**src/sv/mf3_pkg.sv**
```systemverilog
// ----------------------------------------------------------------------------
// mf3_pkg: shared definitions for the 3x3 median filter
// Widths, register indexes, reset values and the window type that the core
// hands to the median selector.
// ----------------------------------------------------------------------------
`timescale 1ns / 1ps
`default_nettype none

package mf3_pkg;

  localparam int MF3_MAX_WIDTH   = 1024;  // default line store depth
  localparam int MAX_HEIGHT      = 4096;
  localparam int PIX_W           = 8;
  localparam int ROW_W           = 12;
  localparam int CFG_IDX_W       = 2;
  localparam int CFG_DATA_W      = 13;
  localparam int CFG_WIDTH_BITS  = 11;
  localparam int CFG_HEIGHT_BITS = 13;
  localparam int RST_WIDTH       = 512;
  localparam int RST_HEIGHT      = 512;

  localparam int WIN_DIM = 3;
  localparam int WIN_N   = WIN_DIM * WIN_DIM;
  localparam int RANK_W  = $clog2(WIN_N + 1);

  localparam logic [CFG_IDX_W-1:0] CFG_IMAGE_WIDTH  = CFG_IDX_W'(0);
  localparam logic [CFG_IDX_W-1:0] CFG_IMAGE_HEIGHT = CFG_IDX_W'(1);

  // Window positions are numbered row * 3 + column. Positions whose valid bit
  // is clear carry zero and take no part in the median.
  typedef struct packed {
    logic [WIN_N-1:0]            valid;
    logic [WIN_N-1:0][PIX_W-1:0] pix;
  } median_in_t;

endpackage

`default_nettype wire

```
**src/sv/mf3_median.sv**
```systemverilog
// ----------------------------------------------------------------------------
// mf3_median: median of the valid positions of a 3x3 window
// Each valid value is ranked against the others (ties broken by position);
// the value whose rank equals half the valid count is the result.
// ----------------------------------------------------------------------------
`timescale 1ns / 1ps
`default_nettype none

module mf3_median (
  input  mf3_pkg::median_in_t       med_in,
  output logic [mf3_pkg::PIX_W-1:0] median
);

  import mf3_pkg::*;

  logic [RANK_W-1:0] n_valid;
  logic [RANK_W-1:0] target;
  logic [RANK_W-1:0] rank [WIN_N];
  logic [WIN_N-1:0]  sel;

  always_comb begin
    n_valid = RANK_W'($countones(med_in.valid));
    target  = n_valid >> 1;
    for (int i = 0; i < WIN_N; i++) begin
      rank[i] = '0;
      for (int j = 0; j < WIN_N; j++) begin
        if (j != i && med_in.valid[j] &&
            (med_in.pix[j] < med_in.pix[i] ||
             (med_in.pix[j] == med_in.pix[i] && j < i))) begin
          rank[i] = rank[i] + 1'b1;
        end
      end
      sel[i] = med_in.valid[i] && (rank[i] == target);
    end
  end

  // Ranks form a permutation of the valid values, so exactly one is selected.
  always_comb begin
    median = '0;
    for (int i = 0; i < WIN_N; i++) begin
      if (sel[i]) begin
        median = median | med_in.pix[i];
      end
    end
  end

endmodule

`default_nettype wire

```
**config.mk**
```make
export PLATFORM = sky130hd
export DESIGN_NAME = mf3_median
export DESIGN_NICKNAME = d
export VERILOG_FILES = /design/src/sv/mf3_pkg.sv /design/src/sv/mf3_median.sv
export SDC_FILE = /design/constraint.sdc
export NUM_CORES = 1
export LEC_CHECK = 0
export BUFFER_PORTS_ARGS = -buffer_cell sky130_fd_sc_hd__buf_2
export CORE_MARGIN = 2
export CORE_UTILIZATION = 50
export DETAILED_ROUTE_END_ITERATION = 10
export PLACE_DENSITY = 0.82
export SETUP_SLACK_MARGIN = 0.5
export SLEW_MARGIN = 20
export SYNTH_ARGS = -nofsm -noshare
export SYNTH_HDL_FRONTEND = slang
export SYNTH_SLANG_ARGS = --single-unit
```
**constraint.sdc**
```tcl
create_clock -name vclk -period 12.2
set_input_delay 3.05 -clock vclk [all_inputs]
set_output_delay 3.05 -clock vclk [all_outputs]
set_load 0.005 [all_outputs]
```
==> reports/results.tsv <==
stage	metric	value	unit
sta	fmax	0.0800	GHz
critical_path	Worst EP arrival	9450	ps
global_route	GRT overflow	0	
critical_path	startpoint types	input port	
critical_path	CP required	9150	ps
sta	# setup viols final	8	
power_and_ir_drop	PwrDens	107	nW/um^2
floorplanning	die width	170	um
floorplanning	I/O pins	89	
sta	fin worst setup slack	-304	ps
yosys	Mapped Area	13700	sq um
yosys	Yosys top cell by area	ha_1	
sta	Worst-Margin Slew	1030	ps
worst_hold_path	hold depth	4	
global_route	met3 usage	11.4	%
run_status	outcome	complete, but fails checks	
routing	vias	16949	
yosys	Mapped Cells	1763	
routing	DRC viols	0	
run_status	failing checks	setup timing	
yosys	top cells by area, synth	ha_1, xnor2_1, a21oi_1, inv_1, nand2_1	
floorplanning	Core Box Area	27000	sq um
layout	Seq Cell Count	0	
global_route	met2 usage	69.9	%
global_route	largest net degree at the start of global routing	18	
sta	RSZ-0062 raised after global routing	yes	
flow_run	Max-cap violations	0	
floorplanning	floorplan row count	60	
floorplanning	Die Area	28800	sq um
yosys	sequential fraction of the synthesis area	0	%
placement	Post-DP HPWL	54200	um
sta	final worst path period share	102	%
routing	per-cell routed wire length	25.9	um
layout	Storage cell area	0	sq um
layout	final net count	2670	
routing	WL final	66500	um
routing	Via density	6.59	
placement	gpl congestion	1.15	
global_route	grt peak-use layer	met2	
sta	clock period minus worst slack	12500	ps
critical_path	CP delay by family, top	adder cells	
layout	# clk buffers	0	
worst_hold_path	Hold/Removal Path Class	in2out	
global_route	met1 usage	52.1	%
critical_path	critical path fanouts, max	8	
critical_path	WS Path Type	in2out	
routing	TritonRoute pass-1 iters	6	
floorplanning	chip height	170	um
layout	Fillers	2214	
critical_path	crit end category	primary output	
floorplanning	starting density of the core	51.0	%
routing	1st-iter DRT viols	1709	
power_and_ir_drop	total power	2010	uW
power_and_ir_drop	Max VDD drop	172	uV
yosys	most frequent cell after synthesis	ha_1	
sta	Slew Limit Fails	0	
cts	Post-CTS Hold Buffers	0	
placement	PortBufs	89	
worst_hold_path	min-delay src	med_in[53]	
power_and_ir_drop	leak pwr	0.00893	uW
yosys	Cell variety after synth	110	
global_route	total global-route track usage	44.6	%
sta	Min Hold Slack	6450	ps
yosys	synth cell count leaders	ha_1, inv_1, nand2_1	
sta	Slew HR	30.8	%
global_route	first-pass GRT wire length	96800	um
critical_path	slowest stage cell on the critical path	ha_1	
worst_hold_path	Hold EP	median[5]	
global_route	vias in the first global route	16793	
critical_path	Worst Path Buf+Inv	12	
yosys	post-synth top area share	32.2	%
layout	share of cells above drive strength 1	31.9	%
sta	Fin Setup TNS	-1920	ps
sta	Hold Fails Final Rpt	0	
yosys	syn nets	2202	
yosys	Ys Warns	0	
critical_path	slowest stage delay, CP	330	ps
layout	area delta synth->final	36.4	%
layout	number of diodes	0	
routing	Final ANT Viol Nets	0	
global_route	antenna violations before repair	1	
yosys	synthesized area per cell	7.79	sq um
[layout by cell type, fill, tap and decap left out, types with 18 or more instances in the layout]
master    count
xnor3_1      18
nand3_1      51
xnor2_1      67
nor3_1       29
buf_4       383
and4_1       20
o21ai_0      62
nand4_1      59
inv_1       129
a21oi_1     110
xor2_1       25
a21o_1       20
nand2_1     123
a211oi_1     18
buf_2        80
ha_1        326
nor2b_1      36
nor2_1       88
o21a_1       24
ha_4         24
o211ai_1     48
[worst max path at each step]
stage / start / to / cells after the start
floorplan: med_in[1] / median[4] / 37
global placement: med_in[1] / median[4] / 38
detailed placement: med_in[1] / median[4] / 40
CTS: med_in[1] / median[5] / 41
global route: med_in[18] / median[1] / 44
finish: med_in[8] / median[6] / 41
[routing by layer]
metal  vias to the layer above  wire length (um)
li1                       7711                 -
met5                         -                15
met2                      1021             27500
met3                       319              7890
met4                         2              6670
met1                      7896             24400
[metrics by stage]
step | util [%] | cell area (sq um) | worst slack (ps) | instances
finish | 69.5 | 18700 | -304 | 2570
detailed placement | 64.2 | 17300 | -693 | 2518
floorplan | - | 13800 | 502 | 1763
global placement | 64.2 | 17300 | -554 | 2518
global route | 69.5 | 18700 | -683 | 2570
CTS | 67.0 | 18100 | -195 | 2549
[report_power, final]
group | total (uW) | switching (uW) | internal [uW]
clock network | 0 | 0 | 0
logic | 2010 | 1050 | 959
registers | 0 | 0 | 0
[cell families (layout without fill, tap and decap cells)]
logic type	after synthesis	after routing	share of synthesized area, %
AND/OR/NAND/NOR	595	595	24.3
AO/OA/AOI/OAI	489	489	25.2
adder cells (fa/ha/maj)	358	358	32.8
buffers and inverters	166	632	4.63
XOR/XNOR	127	127	11.0
multiplexers	28	28	2.10
[repair_timing]
item / CTS / global route
setup buffers: 31 / 21
setup endpoints to repair: 8 / 8
endpoints found under the hold margin: 0 / 0
pin swaps: 46 / 77
resized for setup: 113 / 99
[cell type report]
class,instances,area [sq um],area share (%)
Inverter,145,569,3.04
Multi-Input combinational cell,1597,14100,75.3
Tap cell,341,427,2.28
Timing Repair Buffer,487,3630,19.4
No activity file was read; power rests on OpenSTA's default activity.
